`src/jsu_pkg.sv`:
```
package jsu_pkg;

   // Result kinds carried on tuser
   typedef enum logic [1:0] {
      KIND_BYTE = 2'd0,
      KIND_END  = 2'd1,
      KIND_ERR  = 2'd2
   } kind_type;

   // Parser modes
   typedef enum logic [2:0] {
      MODE_WAIT    = 3'd0,
      MODE_BODY    = 3'd1,
      MODE_ESC     = 3'd2,
      MODE_HEX1    = 3'd3,
      MODE_PAIR_BS = 3'd4,
      MODE_PAIR_U  = 3'd5,
      MODE_HEX2    = 3'd6
   } mode_type;

   localparam int MaxResults = 4;
   localparam int ByteW      = 8;
   localparam int IdxW       = $clog2(MaxResults);

   // Character codes
   localparam logic [7:0] CH_QUOTE  = 8'h22;
   localparam logic [7:0] CH_BSLASH = 8'h5C;
   localparam logic [7:0] CH_NUL    = 8'h00;
   localparam logic [7:0] CH_B      = 8'h62;
   localparam logic [7:0] CH_F      = 8'h66;
   localparam logic [7:0] CH_N      = 8'h6E;
   localparam logic [7:0] CH_R      = 8'h72;
   localparam logic [7:0] CH_T      = 8'h74;
   localparam logic [7:0] CH_U      = 8'h75;

   localparam logic [15:0] HI_SUR_LO = 16'hD800;
   localparam logic [15:0] HI_SUR_HI = 16'hDBFF;
   localparam logic [15:0] LO_SUR_LO = 16'hDC00;
   localparam logic [15:0] LO_SUR_HI = 16'hDFFF;
   localparam logic [20:0] SUPP_BASE = 21'h10000;

   // One group of results caused by one input byte
   typedef struct packed {
      logic                              valid;
      logic [IdxW-1:0]                   last_idx;
      kind_type                          kind;
      logic [MaxResults-1:0][ByteW-1:0]  bytes;
   } grp_type;

   // Hex digit value; bit 4 set for a non-hex byte
   function automatic logic [4:0] hex_value(input logic [7:0] b);
      logic [4:0] v;
      v = 5'h10;
      if (b >= 8'h30 && b <= 8'h39) v = 5'(b - 8'h30);
      else if (b >= 8'h41 && b <= 8'h46) v = 5'(b - 8'h37);
      else if (b >= 8'h61 && b <= 8'h66) v = 5'(b - 8'h57);
      return v;
   endfunction

   // Single-result group
   function automatic grp_type one_result(input logic [7:0] b, input kind_type k);
      grp_type g;
      g          = '0;
      g.valid    = 1'b1;
      g.last_idx = '0;
      g.kind     = k;
      g.bytes[0] = b;
      return g;
   endfunction

   // UTF-8 encode a code point into 1 to 4 bytes
   function automatic grp_type encode_cp(input logic [20:0] cp);
      grp_type g;
      g       = '0;
      g.valid = 1'b1;
      g.kind  = KIND_BYTE;
      if (cp < 21'h80) begin
         g.last_idx = IdxW'(0);
         g.bytes[0] = cp[7:0];
      end else if (cp < 21'h800) begin
         g.last_idx = IdxW'(1);
         g.bytes[0] = {3'b110, cp[10:6]};
         g.bytes[1] = {2'b10, cp[5:0]};
      end else if (cp < 21'h10000) begin
         g.last_idx = IdxW'(2);
         g.bytes[0] = {4'b1110, cp[15:12]};
         g.bytes[1] = {2'b10, cp[11:6]};
         g.bytes[2] = {2'b10, cp[5:0]};
      end else begin
         g.last_idx = IdxW'(3);
         g.bytes[0] = {5'b11110, cp[20:18]};
         g.bytes[1] = {2'b10, cp[17:12]};
         g.bytes[2] = {2'b10, cp[11:6]};
         g.bytes[3] = {2'b10, cp[5:0]};
      end
      return g;
   endfunction

endpackage

```
`src/json_string_unescape_utf8.sv`:
```
// Latency: first result of a byte is offered the cycle after the byte transfers.
// Throughput: one byte per cycle while each byte gives at most one result and rsp_tready
// is high; a byte that expands to n UTF-8 bytes holds the output register until its last result transfers.
// req_tready is high when the output register is empty or its last result transfers.
// Reset (synchronous, active high) returns the parser to waiting for the opening
// quote and empties the output register.
module json_string_unescape_utf8
   import jsu_pkg::*;
(
   input  logic        clock,
   input  logic        reset,
   input  logic        req_tvalid,
   output logic        req_tready,
   input  logic [7:0]  req_tdata,   // [7:0] in_byte
   output logic        rsp_tvalid,
   input  logic        rsp_tready,
   output logic [7:0]  rsp_tdata,   // [7:0] out_byte
   output logic [1:0]  rsp_tuser,   // [1:0] kind
   output logic        rsp_tlast    // last_of_run
);

   grp_type grp;
   logic    can_load;
   logic    take;

   assign req_tready = can_load;
   assign take       = req_tvalid && can_load;

   // Parser: state update and result group per byte
   jsu_core u_core (
      .clock   (clock),
      .reset   (reset),
      .in_take (take),
      .in_byte (req_tdata),
      .grp     (grp)
   );

   // Output register: one result per transfer
   jsu_out u_out (
      .clock      (clock),
      .reset      (reset),
      .grp        (grp),
      .can_load   (can_load),
      .rsp_tvalid (rsp_tvalid),
      .rsp_tready (rsp_tready),
      .rsp_tdata  (rsp_tdata),
      .rsp_tuser  (rsp_tuser),
      .rsp_tlast  (rsp_tlast)
   );

endmodule

```
`src/jsu_core.sv`:
```
module jsu_core
   import jsu_pkg::*;
(
   input  logic          clock,
   input  logic          reset,
   input  logic          in_take,
   input  logic [7:0]    in_byte,
   output grp_type       grp
);

   mode_type    mode_ff, mode_in;
   logic [1:0]  hex_count_ff, hex_count_in;
   logic [15:0] accum_ff, accum_in;
   logic        hex_bad_ff, hex_bad_in;
   logic [9:0]  high_ff, high_in;

   // Decode one byte: next state and result group
   always_comb begin
      logic [4:0]  d;
      logic        bad_n;
      logic [15:0] acc_n;
      logic [15:0] uc;
      logic        done;
      logic        as_body;
      logic        as_esc;

      mode_in      = mode_ff;
      hex_count_in = hex_count_ff;
      accum_in     = accum_ff;
      hex_bad_in   = hex_bad_ff;
      high_in      = high_ff;
      grp          = '0;
      as_body      = 1'b0;
      as_esc       = 1'b0;

      // Hex position: any byte fills it
      d     = hex_value(in_byte);
      bad_n = hex_bad_ff | d[4];
      acc_n = d[4] ? accum_ff : {accum_ff[11:0], d[3:0]};
      done  = (hex_count_ff == 2'd3);
      uc    = bad_n ? 16'h0000 : acc_n;

      case (mode_ff)
         MODE_BODY: as_body = 1'b1;
         MODE_ESC:  as_esc  = 1'b1;
         MODE_HEX1: begin
            hex_bad_in   = bad_n;
            accum_in     = acc_n;
            hex_count_in = hex_count_ff + 2'd1;
            if (done) begin
               mode_in = MODE_BODY;
               if (uc == 16'h0000 || (uc >= LO_SUR_LO && uc <= LO_SUR_HI)) begin
                  grp = '0;
               end else if (uc >= HI_SUR_LO && uc <= HI_SUR_HI) begin
                  high_in = uc[9:0];
                  mode_in = MODE_PAIR_BS;
               end else begin
                  grp = encode_cp({5'd0, uc});
               end
            end
         end
         MODE_PAIR_BS: begin
            if (in_byte == CH_BSLASH) mode_in = MODE_PAIR_U;
            else as_body = 1'b1;
         end
         MODE_PAIR_U: begin
            if (in_byte == CH_U) begin
               mode_in      = MODE_HEX2;
               hex_count_in = 2'd0;
               accum_in     = '0;
               hex_bad_in   = 1'b0;
            end else begin
               as_esc = 1'b1;
            end
         end
         MODE_HEX2: begin
            hex_bad_in   = bad_n;
            accum_in     = acc_n;
            hex_count_in = hex_count_ff + 2'd1;
            if (done) begin
               mode_in = MODE_BODY;
               if (uc >= LO_SUR_LO && uc <= LO_SUR_HI) begin
                  grp = encode_cp(SUPP_BASE + {1'b0, high_ff, uc[9:0]});
               end
            end
         end
         default: begin
            // Waiting for the opening quote
            if (in_byte == CH_QUOTE) mode_in = MODE_BODY;
            else grp = one_result(8'h00, KIND_ERR);
         end
      endcase

      // Ordinary body byte
      if (as_body) begin
         mode_in = MODE_BODY;
         if (in_byte == CH_QUOTE || in_byte == CH_NUL) begin
            mode_in = MODE_WAIT;
            grp     = one_result(8'h00, KIND_END);
         end else if (in_byte == CH_BSLASH) begin
            mode_in = MODE_ESC;
         end else begin
            grp = one_result(in_byte, KIND_BYTE);
         end
      end

      // Byte after a backslash
      if (as_esc) begin
         mode_in = MODE_BODY;
         case (in_byte)
            CH_B:    grp = one_result(8'h08, KIND_BYTE);
            CH_F:    grp = one_result(8'h0C, KIND_BYTE);
            CH_N:    grp = one_result(8'h0A, KIND_BYTE);
            CH_R:    grp = one_result(8'h0D, KIND_BYTE);
            CH_T:    grp = one_result(8'h09, KIND_BYTE);
            CH_U: begin
               mode_in      = MODE_HEX1;
               hex_count_in = 2'd0;
               accum_in     = '0;
               hex_bad_in   = 1'b0;
            end
            default: grp = one_result(in_byte, KIND_BYTE);
         endcase
      end

      if (!in_take) grp.valid = 1'b0;
   end

   // Advance parser state on each accepted byte
   always_ff @(posedge clock) begin
      if (reset) begin
         mode_ff      <= MODE_WAIT;
         hex_count_ff <= '0;
         accum_ff     <= '0;
         hex_bad_ff   <= 1'b0;
         high_ff      <= '0;
      end else if (in_take) begin
         mode_ff      <= mode_in;
         hex_count_ff <= hex_count_in;
         accum_ff     <= accum_in;
         hex_bad_ff   <= hex_bad_in;
         high_ff      <= high_in;
      end
   end

endmodule

```
`src/jsu_out.sv`:
```
module jsu_out
   import jsu_pkg::*;
(
   input  logic              clock,
   input  logic              reset,
   input  grp_type           grp,
   output logic              can_load,
   output logic              rsp_tvalid,
   input  logic              rsp_tready,
   output logic [7:0]        rsp_tdata,
   output logic [1:0]        rsp_tuser,
   output logic              rsp_tlast
);

   logic                              valid_ff;
   logic [IdxW-1:0]                   idx_ff, idx_in;
   logic [IdxW-1:0]                   last_idx_ff;
   kind_type                          kind_ff;
   logic [MaxResults-1:0][ByteW-1:0]  bytes_ff;
   logic                              at_last;
   logic                              load;

   assign at_last    = (idx_ff == last_idx_ff);
   assign can_load   = !valid_ff || (rsp_tready && at_last);
   assign load       = grp.valid && can_load;
   assign idx_in     = idx_ff + IdxW'(1);

   assign rsp_tvalid = valid_ff;
   assign rsp_tdata  = bytes_ff[idx_ff];
   assign rsp_tuser  = kind_ff;
   assign rsp_tlast  = at_last;

   // Control: hold the group until its last result transfers
   always_ff @(posedge clock) begin
      if (reset) begin
         valid_ff <= 1'b0;
         idx_ff   <= '0;
      end else if (load) begin
         valid_ff <= 1'b1;
         idx_ff   <= '0;
      end else if (valid_ff && rsp_tready) begin
         if (at_last) valid_ff <= 1'b0;
         else idx_ff <= idx_in;
      end
   end

   // Payload: load a new group
   always_ff @(posedge clock) begin
      if (load) begin
         last_idx_ff <= grp.last_idx;
         kind_ff     <= grp.kind;
         bytes_ff    <= grp.bytes;
      end
   end

   // A group is never overwritten before its last result transfers
   a_no_overwrite: assert property (@(posedge clock) disable iff (reset)
      grp.valid |-> (!valid_ff || (rsp_tready && at_last)))
      else $error("result group overwritten");

   // End and error results stand alone
   a_single_status: assert property (@(posedge clock) disable iff (reset)
      (valid_ff && kind_ff != KIND_BYTE) |-> (last_idx_ff == '0 && rsp_tdata == 8'h00))
      else $error("status result not single");

   // Index never runs past the group end
   a_idx_range: assert property (@(posedge clock) disable iff (reset)
      valid_ff |-> (idx_ff <= last_idx_ff))
      else $error("result index past group end");

   // Non-last transfer advances the index
   a_idx_step: assert property (@(posedge clock) disable iff (reset)
      (valid_ff && rsp_tready && !at_last) |=> (idx_ff == $past(idx_ff) + IdxW'(1)))
      else $error("result index did not advance");

endmodule

```
`config.mk`:
```
export PLATFORM = sky130hd
export DESIGN_NAME = json_string_unescape_utf8
export DESIGN_NICKNAME = d
export VERILOG_FILES = /design/src/jsu_pkg.sv /design/src/json_string_unescape_utf8.sv /design/src/jsu_core.sv /design/src/jsu_out.sv
export SDC_FILE = /design/constraint.sdc
export NUM_CORES = 1
export LEC_CHECK = 0
export BUFFER_PORTS_ARGS = -buffer_cell sky130_fd_sc_hd__clkbuf_2
export CAP_MARGIN = 5
export CORE_MARGIN = 2
export CORE_UTILIZATION = 35
export CTS_BUF_LIST = sky130_fd_sc_hd__clkbuf_8
export DETAILED_ROUTE_END_ITERATION = 6
export GPL_TIMING_DRIVEN = 0
export HOLD_SLACK_MARGIN = 0.06
export PLACE_DENSITY = 0.6
export SETUP_SLACK_MARGIN = 0.1
export SLEW_MARGIN = 10
export SYNTH_ARGS = -nofsm -noshare
export SYNTH_HDL_FRONTEND = slang
export SYNTH_HIERARCHICAL = 1
export SYNTH_SLANG_ARGS = --single-unit
```
`constraint.sdc`:
```
create_clock -name clock -period 4.1 [get_ports clock]
set_input_delay 0.41 -clock clock [delete_from_list [all_inputs] [get_ports clock]]
set_output_delay 0.41 -clock clock [all_outputs]
set_load 0.005 [all_outputs]
```
# ---- After elaboration in Yosys (flattened, before gate mapping)
# Cells that the tools add are included.
# W data, S select, Z words.
dict set report word_totals {
  register_bits 71
  input_bits 12
  output_inout_bits 13
  wordCells 163
}
dict set report classes {
  add_sub_neg 6
  magnitude_cmp 16
  eq_ne 21
  n_mux 78
  n_bitwise 3
  reduce_logical 26
}
# op n
set ops {}
lappend ops {{$mux W37} 10}
lappend ops {{$mux W24} 12}
lappend ops {{$pmux W37 S6} 1}
lappend ops {{$mux W16} 9}
lappend ops {{$pmux W37 S3} 1}
lappend ops {{$eq A8 B7 Y1 const B} 7}
lappend ops {{$mux W8} 5}
lappend ops {{$ge A16 B16 Y1 const B} 2}
lappend ops {{$le A16 B16 Y1 const B} 2}
lappend ops {{$pmux W16 S2} 1}
lappend ops {{$mux W3} 10}
lappend ops {{$mux W22} 1}
lappend ops {{$add A17 B20 Y21 const A} 1}
lappend ops {{$lt A21 B12 Y1 const B} 1}
lappend ops {{$lt A21 B17 Y1 const B} 1}
lappend ops {{$lt A21 B8 Y1 const B} 1}
lappend ops {{$mux W2} 9}
lappend ops {{$bmux W8 S2} 1}
lappend ops {{$ge A8 B7 Y1 const B} 2}
lappend ops {{$le A8 B7 Y1 const B} 2}
lappend ops {{$logic_not A16 Y1} 1}
lappend ops {{$lt A16 B12 Y1 const B} 1}
lappend ops {{$lt A16 B8 Y1 const B} 1}
lappend ops {{$ne A4 B1 Y1 const B} 4}
lappend ops {{30 further kinds} 64}

# ---- Logic depth before layout (Yosys ltp)
# Gate-level depths: netlist of run 1.
dict set report logic_depth {
  word_depth 29
  mapped_depth 12
  mapped_depth_nobuf 11
}

# ---- Cells and area by module
# Netlist of run 1, hierarchy kept.
# module instances cells_per_inst area_per_inst_um2 seq_area_each_um2
set modules_own_cells {}
lappend modules_own_cells {jsu_core 1 402 2845.2 560.5}
lappend modules_own_cells {jsu_out 1 69 1465.2 1141.1}
lappend modules_own_cells {json_string_unescape_utf8 1 1 6.3 0.0}

# ---- Worst setup path before layout of run 1
# No wires, ideal clock.
dict set report synth_timing {
  kind {input -> register}
  from {input req_tdata[0]}
  to {register u_out/bytes_ff[0] (netlist bit), enable pin}
  setup_time_ns 0.424
  arrival_ns 3.122
  required_ns 3.676
  setup_slack_ns 0.554
  stages 10
  n_path_buf 1
  cell_sequence {inv_1 > ha_1 > or3b_1 > and3_1 > a32o_1 > buf_6 > or4_4 > nand2b_1 > a221o_1 > and2_1}
}
# element line_no
set synth_lines {}
lappend synth_lines {{start: declaration} json_string_unescape_utf8.sv:14} ;# input logic [7:0] req_tdata,
lappend synth_lines {{end signal: assignment} jsu_out.sv:52} ;# bytes_ff <= grp.bytes;
lappend synth_lines {{end: declaration} jsu_out.sv:19} ;# logic [MaxResults-1:0][ByteW-1:0] bytes_ff;

==> metrics.txt, run 1 <==
status=finished clean; Hold Crit Endpoint=u_out/idx_ff[1]$_SDFFE_PP0P_; largest area contributor in the netlist=edfxtp_1; Synth Cell Area=around 0.0043 mm^2; CP max FO=36; VDD IR-drop max=approximately 140 uV; Initial Utilization=35.9%; predominant post-synthesis flop cell=edfxtp_1; Worst-Margin Slew=slightly above 1 ns; Final setup viols=0; CP required=a little over 4 ns; Critical Path AT=3.58 ns; worst reg-to-reg setup slack=about 0.83 ns; CTS clk-pin slew, worst paths=0.08 ns; Worst R2R Path Depth=8; worst setup path category=in -> reg; register area share after synthesis=slightly below 40%; Synth Instances=472; post-layout util=about two fifths; Reg2Reg Capture Point=u_out/bytes_ff[10]$_DFFE_PP_; I/O pin total=25; Vias/cell=approximately 6; Rows=40; max-slew violation count=0; Final Cycle Share=between 80% and 90%; Tmin final=about 3.6 ns; 1st-iter DRT viols=between 400 and 500; number of library cell types mapped by synthesis=between 70 and 80; Global Route met1 Usage=a little over a quarter; cells along the critical path=clkbuf_2 > inv_1 > ha_1 > or3b_1 > and3_1 > a32o_1 > buf_6 > or4_4 > nand2b_1 > a221o_1 > and2_2; cell area after layout=0.00485 mm^2; min-delay src=reset; Post-Syn Area per Cell=between 9 and 10 um^2; Hold Path Class=in -> reg; most used routing layer=met2; DP Wirelength=between 8000 and 9000 um; Area Growth Syn to Fin=12.3%; Post-DP Area=0.00462 mm^2; Die Wd=about 120 um; number of sinks on the clock net=67; Clock Skews=~0.014 ns; Area contributors post-synth=edfxtp_1, dfxtp_1, a21oi_1, mux4_2, nand2_1; GRT Residual Overflow=0; CTS tree=done; nets=~530; vias in the first global route=3659; FMAX=between 200 and 300 MHz; dpl cells=roughly 640; drt total wl=approximately 12000 um; Root Driver=clkbuf_8; Worst path max stage delay=0.51 ns; chip height=115 um; cts hold-fix bufs=0; Final Non-Filler Cells=660; final worst slack=0.511 ns; RSZ-0062 raised after global routing=no; Antenna diodes=0; Ys Warns=6; Post-CTS Setup Bufs=0; DRT Pass-1 Iters=5; launching point of the worst reg2reg path=u_out/last_idx_ff[1]$_DFFE_PP_; Hold Path Stages=2; initial antenna violation count=0; Post-synth EDFFs=36; Synth top area share=25.0%; relative slew slack=31.0%; via count=3966; DRC=0; cts repair resizes=0; share of layout cells above drive strength 1=a little over an eighth; GPL Wtd Cong=between 0.9 and 1; CP delay by family, top=simple AND/OR/NAND/NOR gates; P per Cell Area=321 mW/mm^2; met2 Resource Use GR=29.4%; Routed WL per cell=18.4 um; met3 Use GR=under 10%; Buf/Inv on CP=3; GRT Util Overall=a little under a fifth; Worst setup EP type=flip-flop; largest net degree at the start of global routing=37; most frequent cells in the layout=nand2_1, nor2_1, a21oi_1, edfxtp_1, dfxtp_1; H-tree levels=3; slowest CP cell=or4_4; max-cap viol count=0; Max Buffers Root-to-Sink=2; Clk Latency, worst-skew pair=roughly 0.36 ns; Startpoint Class=primary input; total die area=0.0132 mm^2; ys async rst share=0%; PortBufs=23; core box area=0.0120 mm^2; global-route wire length before repair=between 15000 and 20000 um; endpoints failing hold=0; worst slack, placed=about 0.18 ns; Post-DRT Antenna Nets=0; total CTS buffers=9; Static Leak=between 1.5 and 2 nW; register bit count reported by yosys=between 60 and 70
-- stage by stage --
| stage | setup TNS, ns | power [mW] | hold WS, ns |
|---|---|---|---|
| after floorplan | 0 | 0.887 | 0.458 |
| after global placement | -5.50 | 0.946 | 0.475 |
| after detailed placement | 0 | 0.951 | 0.497 |
| after CTS | 0 | 1.58 | 0.262 |
| after global routing | 0 | 1.62 | 0.266 |
| final | 0 | 1.56 | 0.279 |
-- logic make-up after synthesis --
kind of cell	share of synthesized area, %
compound gates	23.8
xor+xnor	1.01
fa+ha+maj	1.74
buf+inv	5.07
flops	39.4
mux	5.83
other cells	0.0869
simple gates	23.0
-- routing by layer --
layer	up-vias	wire (um)
li1	1881	-
met1	1901	5540
met2	165	5590
met3	19	774
met4	0	258
met5	-	0
-- power by group --
part	leakage, nW	switching, mW	internal (mW)
clock network	0.114	0.275	0.346
logic	0.954	0.103	0.0656
registers	0.599	0.0136	0.752
total	1.67	0.392	1.16
-- flip-flops by register name, summed over array words and instances, names as in the netlist --
name / flops
u_core/hex_count_ff: 2
u_core/accum_ff: 12
u_out/bytes_ff: 32
u_out/last_idx_ff: 2
u_out/idx_ff: 2
u_core/mode_ff: 3
u_core/hex_bad_ff: 1
u_out/rsp_tuser: 2
u_out/rsp_tvalid: 1
u_core/high_ff: 10
-- final cells by class --
type / count / area, um^2
Inverter: 15 / 56.3
Tap cell: 147 / 184
Clock buffer: 9 / 124
Timing Repair Buffer: 23 / 115
Buffer: 36 / 163
Multi-Input combinational cell: 356 / 2400
Clock inverter: 7 / 100
Fill cell: 1193 / 7160
Sequential cell: 67 / 1700
-- cells in the mapped netlist (all sizes together) (4+ instances only) --
cell and count:
nand2 37, nor2b 5, edfxtp 36, a22o 10
o31ai 4, a221oi 4, o32ai 4, a21o 4
a21oi 37, buf 11, a31oi 4, a22oi 18
and3 5, nor2 37, nor4 7, mux4 8
o21ai 18, a211oi 8, and2 16, or4 4
o22ai 6, nand3 17, inv 15, clkbuf 25
ha 6, or3 5, dfxtp 31, mux2i 6
nand2b 13, nor3 9, xor2 4
-- worst max path at each step --
stage                 startpoint                            to  cells after the start
floorplan           req_tdata[0]   u_out/bytes_ff[0]$_DFFE_PP_                     10
global placement    req_tdata[0]  u_out/bytes_ff[13]$_DFFE_PP_                     10
detailed placement  req_tdata[0]  u_out/bytes_ff[13]$_DFFE_PP_                     11
CTS                 req_tdata[0]  u_out/bytes_ff[10]$_DFFE_PP_                     11
global route        req_tdata[0]  u_out/bytes_ff[10]$_DFFE_PP_                     11
finish              req_tdata[0]  u_out/bytes_ff[10]$_DFFE_PP_                     11
No activity file was read; power rests on OpenSTA's default activity.
==> run 2: changes to the inputs <==
Settings changed: CORE_UTILIZATION 35 to 64, PLACE_DENSITY 0.6 to 0.92.
==> run 2 against run 1 <==
Effect of this change: power down 3.0%; critical path depth stayed put; largest power group unchanged; design area shrank 2.3%; non-clock buffer count did not move.
==> metrics.txt, run 2 (same netlist as run 1, synthesis figures left out) <==
status=finished clean; CTS clk-pin slew, worst paths=~0.08 ns; Clock Skews=~0.012 ns; max-slew violation count=0; clock share of power=37.9%; fill count=about 500; Hold Path Class=in -> reg; DRT Pass-1 Iters=7; Initial Utilization=67.2%; Tot Pwr=about 1.5 mW; GRT Util Overall=around 33%; total CTS buffers=9; Rows=29; total die area=about 0.0074 mm^2; FMAX=between 200 and 300 MHz; H-tree levels=3; chip height=about 86 um; DRC=0; cts repair resizes=0; Top Registers=u_out/bytes_ff: 32 flops, u_core/accum_ff: 12 flops, u_core/high_ff: 10 flops; VDD IR-drop max=242 uV; global-route wire length before repair=around 19000 um; Worst-Margin Slew=around 0.87 ns; slowest CP cell=or4_4; Net Sw Power=approximately 0.4 mW; Final setup viols=0; CP required=between 4 and 5 ns; initial antenna violation count=0; Worst path max stage delay=0.51 ns; cts hold-fix bufs=0; DP Wirelength=8350 um; Worst setup EP type=flip-flop; RSZ-0062 raised after global routing=no; max reg flops=32; Top reg by flops=u_out/bytes_ff; net switching fraction of the power=between 20% and 30%; Die Wd=~86 um; PortBufs=23; CP max FO=36; Area Growth Syn to Fin=9.74%; most frequent cells in the layout=nand2_1, nor2_1, a21oi_1, edfxtp_1, dfxtp_1; Post-DRT Antenna Nets=0; Vias/cell=about 7.0; Critical Path AT=3.51 ns; GRT Residual Overflow=0; GPL Wtd Cong=0.994; vias in the first global route=~3.8k; P per Cell Area=318 mW/mm^2; Routed WL per cell=between 20 and 25 um; combinational group share of total power=11.2%; Final Cycle Share=85.6%; CTS tree=done; final worst slack=0.591 ns; 1st-iter DRT viols=536; core box area=0.00642 mm^2; Clk Latency, worst-skew pair=~0.36 ns; via count=4123; I/O pin total=25; Tmin final=3.51 ns; number of sinks on the clock net=between 60 and 70; post-layout util=73.8%; drt total wl=between 10000 and 15000 um; max-cap viol count=0; cell area after layout=around 0.0047 mm^2; cells along the critical path=clkbuf_2 > inv_1 > ha_1 > or3b_1 > and3_1 > a32o_1 > buf_6 > or4_4 > nand2b_1 > a221o_1 > and2_2; worst slack, placed=between 0.2 and 0.25 ns; Antenna diodes=0; Static Leak=1.65 nW; worst setup path category=in -> reg; Pint=~1.1 mW; Max Buffers Root-to-Sink=2; endpoints failing hold=0; Post-CTS Setup Bufs=0; relative slew slack=approximately 41%; nets=526; Flop pwr share=50.9%; Root Driver=clkbuf_8; Startpoint Class=primary input; share of layout cells above drive strength 1=approximately 13%; Post-DP Area=~0.0045 mm^2; final setup TNS=0 ns; largest net degree at the start of global routing=37
[run 2: per-layer routing]
| layer | share of wire, % | GRT usage [%] | vias to the layer above |
|---|---|---|---|
| li1 | - | - | 1889 |
| met1 | 41 | 46.2 | 1937 |
| met2 | 46 | 51.3 | 259 |
| met3 | 10 | 5.49 | 38 |
| met4 | 2.7 | 13.3 | 0 |
| met5 | 0 | 0 | - |
[run 2: area by class of cell]
class / instances / area (um^2) / area share, %
Multi-Input combinational cell: 356 / 2400 / 50.8
Sequential cell: 67 / 1700 / 35.9
Buffer: 36 / 163 / 3.43
Clock buffer: 9 / 124 / 2.61
Timing Repair Buffer: 23 / 115 / 2.43
Tap cell: 77 / 96.3 / 2.03
Clock inverter: 7 / 76.3 / 1.61
Inverter: 15 / 56.3 / 1.19
[run 2: worst paths after layout]
| kind | from | to | slack (ns) | depth (start not counted) |
|---|---|---|---|---|
| min reg2reg | u_core/hex_count_ff[1]$_SDFFE_PP0P_ | u_core/hex_count_ff[1]$_SDFFE_PP0P_ | 0.51 | 2 |
| min | reset | u_out/rsp_tvalid$_SDFFE_PP0P_ | 0.31 | 2 |
| max reg2reg | u_out/last_idx_ff[1]$_DFFE_PP_ | u_out/bytes_ff[19]$_DFFE_PP_ | 0.79 | 8 |
| max | req_tdata[0] | u_out/bytes_ff[19]$_DFFE_PP_ | 0.59 | 11 |
[run 2: power by group through the flow]
stage / Clock (mW) / Combinational [mW] / Sequential, mW
2_1_floorplan: 0 / 0.110 / 0.777
3_3_place_gp: 0 / 0.161 / 0.780
3_5_place_dp: 0 / 0.165 / 0.783
4_1_cts: 0.568 / 0.167 / 0.768
5_1_grt: 0.595 / 0.184 / 0.771
6_report: 0.571 / 0.169 / 0.768
[run 2: through the flow]
stage	std cells	hold WS, ns
finish	590	0.307
floorplan	474	0.458
global placement	574	0.473
global route	590	0.320
detailed placement	574	0.491
CTS	590	0.310
[run 2: critical path, delay by kind of cell]
family | cells | cell delay [ns]
AND/OR/NAND/NOR | 5 | 1.75
adder cells (fa/ha/maj) | 1 | 0.27
buffers and inverters | 3 | 0.42
AO/OA/AOI/OAI | 2 | 0.65
==> run 3: changes to the inputs <==
Settings changed: BUFFER_PORTS_ARGS -buffer_cell sky130_fd_sc_hd__clkbuf_2 to unset, CORE_UTILIZATION 64 to 65, DONT_BUFFER_PORTS set to 1, PLACE_DENSITY 0.92 to 0.9.
==> run 3 against run 2 <==
Effect of this change: first-iteration DRC count decreased by 1.5%; routed wire length decreased by 0.67%; critical path depth decreased by 1; largest cell class unchanged.
==> metrics.txt, run 3 (same netlist as run 1, synthesis figures left out) <==
Vias/cell=approximately 7; core box area=about 0.0064 mm^2; VDD IR-drop max=229 uV; I/O pin total=25; Hold Path Class=in -> reg; nets=between 500 and 600; Flop pwr share=54.7%; final worst slack=roughly 0.71 ns; status=finished clean; vias in the first global route=3709; CTS clk-pin slew, worst paths=about 0.070 ns; max-slew violation count=0; via count=3989; CTS tree=done; Worst-Margin Slew=slightly below 0.9 ns; Critical Path AT=~3.4 ns; most frequent cells in the layout=nand2_1, nor2_1, a21oi_1, edfxtp_1, dfxtp_1; GRT Residual Overflow=0; Final setup viols=0; Final Non-Filler Cells=567; Die Wd=85.5 um; DP Wirelength=8370 um; GRT Util Overall=33.5%; worst slack, placed=0.425 ns; dpl cells=between 500 and 600; largest net degree at the start of global routing=37; total die area=approximately 0.0073 mm^2; share of layout cells above drive strength 1=a little under a tenth; Pint=1.03 mW; Post-DRT Antenna Nets=0; Routed WL per cell=slightly above 20 um; CP max FO=36; cts repair resizes=0; FMAX=around 300 MHz; Worst setup EP type=flip-flop; cts hold-fix bufs=0; GPL Wtd Cong=1.00; Buf/Inv on CP=2; Clock Skews=roughly 0.012 ns; number of sinks on the clock net=67; CP required=between 4 and 5 ns; Area Growth Syn to Fin=6.52%; chip height=between 80 and 90 um; worst setup path category=in -> reg; combinational group share of total power=10.3%; Net Sw Power=between 0.3 and 0.4 mW; Worst path max stage delay=just over 0.5 ns; max reg flops=32; Root Driver=clkbuf_8; Rows=29; total CTS buffers=9; Tmin final=around 3.4 ns; Initial Utilization=67.6%; Max Buffers Root-to-Sink=2; net switching fraction of the power=roughly a quarter; Final Cycle Share=between 80% and 90%; drt total wl=roughly 12000 um; initial antenna violation count=0; P per Cell Area=between 300 and 400 mW/mm^2; relative slew slack=around two fifths; CP delay by family, top=simple AND/OR/NAND/NOR gates; Post-CTS Setup Bufs=0; Clk Latency, worst-skew pair=around 0.34 ns; Startpoint Class=primary input; endpoints failing hold=0; max-cap viol count=0; global-route wire length before repair=19100 um; DRT Pass-1 Iters=7; Antenna diodes=0; final setup TNS=0 ns; PortBufs=0; DRC=0; cells along the critical path=inv_1 > ha_1 > or3b_1 > and3_1 > a32o_1 > buf_6 > or4_4 > nand2b_1 > a221o_1 > and2_2; 1st-iter DRT viols=528; Static Leak=~1.5 nW; clock share of power=a little over a third; RSZ-0062 raised after global routing=no; slowest CP cell=or4_4; Top reg by flops=u_out/bytes_ff; H-tree levels=3; Top Registers=u_out/bytes_ff: 32 flops, u_core/accum_ff: 12 flops, u_core/high_ff: 10 flops
==> run 3: changes by cell type in the layout (fill, tap and decap cells not counted) <==
| cell | delta |
|---|---|
| clkbuf_2 | -23 |
| bufinv_16 | -1 |
| clkinv_4 | +1 |
| clkinvlp_2 | +1 |
| clkinvlp_4 | -1 |
==> run 3: cell type report <==
class                      instances  area [um^2]
tap                               77         96.3
multi-input combinational        356         2400
inverter                          15         56.3
clock inverter                     7         52.6
fill                             480         1790
sequential                        67         1700
clock buffer                       9          124
buffer                            36          163
==> run 3: power by group through the flow <==
stage | clock network (mW) | logic (mW) | registers (mW)
3_5_place_dp | 0 | 0.140 | 0.782
2_1_floorplan | 0 | 0.110 | 0.777
5_1_grt | 0.525 | 0.157 | 0.771
4_1_cts | 0.500 | 0.141 | 0.767
6_report | 0.491 | 0.144 | 0.767
3_3_place_gp | 0 | 0.135 | 0.781
==> run 3: per-stage QoR <==
stage	hold slack, ns	area [um^2]	utilization, %	power, mW
2_1_floorplan	0.458	4320	-	0.887
3_3_place_gp	0.474	4420	69.2	0.916
3_5_place_dp	0.483	4420	69.2	0.923
4_1_cts	0.123	4600	72.0	1.41
5_1_grt	0.120	4600	72.0	1.45
6_report	0.136	4600	72.0	1.40
==> run 3: worst paths after layout <==
| check | start | endpoint | slack (ns) | depth (start not counted) |
|---|---|---|---|---|
| min | reset | u_out/idx_ff[1]$_SDFFE_PP0P_ | 0.14 | 1 |
| max reg2reg | u_out/last_idx_ff[1]$_DFFE_PP_ | u_out/bytes_ff[2]$_DFFE_PP_ | 0.77 | 8 |
| min reg2reg | u_core/high_ff[7]$_SDFFE_PP0P_ | u_core/high_ff[7]$_SDFFE_PP0P_ | 0.51 | 2 |
| max | req_tdata[0] | u_out/bytes_ff[2]$_DFFE_PP_ | 0.71 | 10 |
==> run 3: layer usage <==
metal / share of wire (%) / GRT usage (%) / up-vias
li1: - / - / 1834
met1: 42 / 46.6 / 1854
met2: 46 / 51.3 / 261
met3: 9.4 / 7.41 / 40
met4: 2.9 / 13.0 / 0
met5: 0 / 0 / -
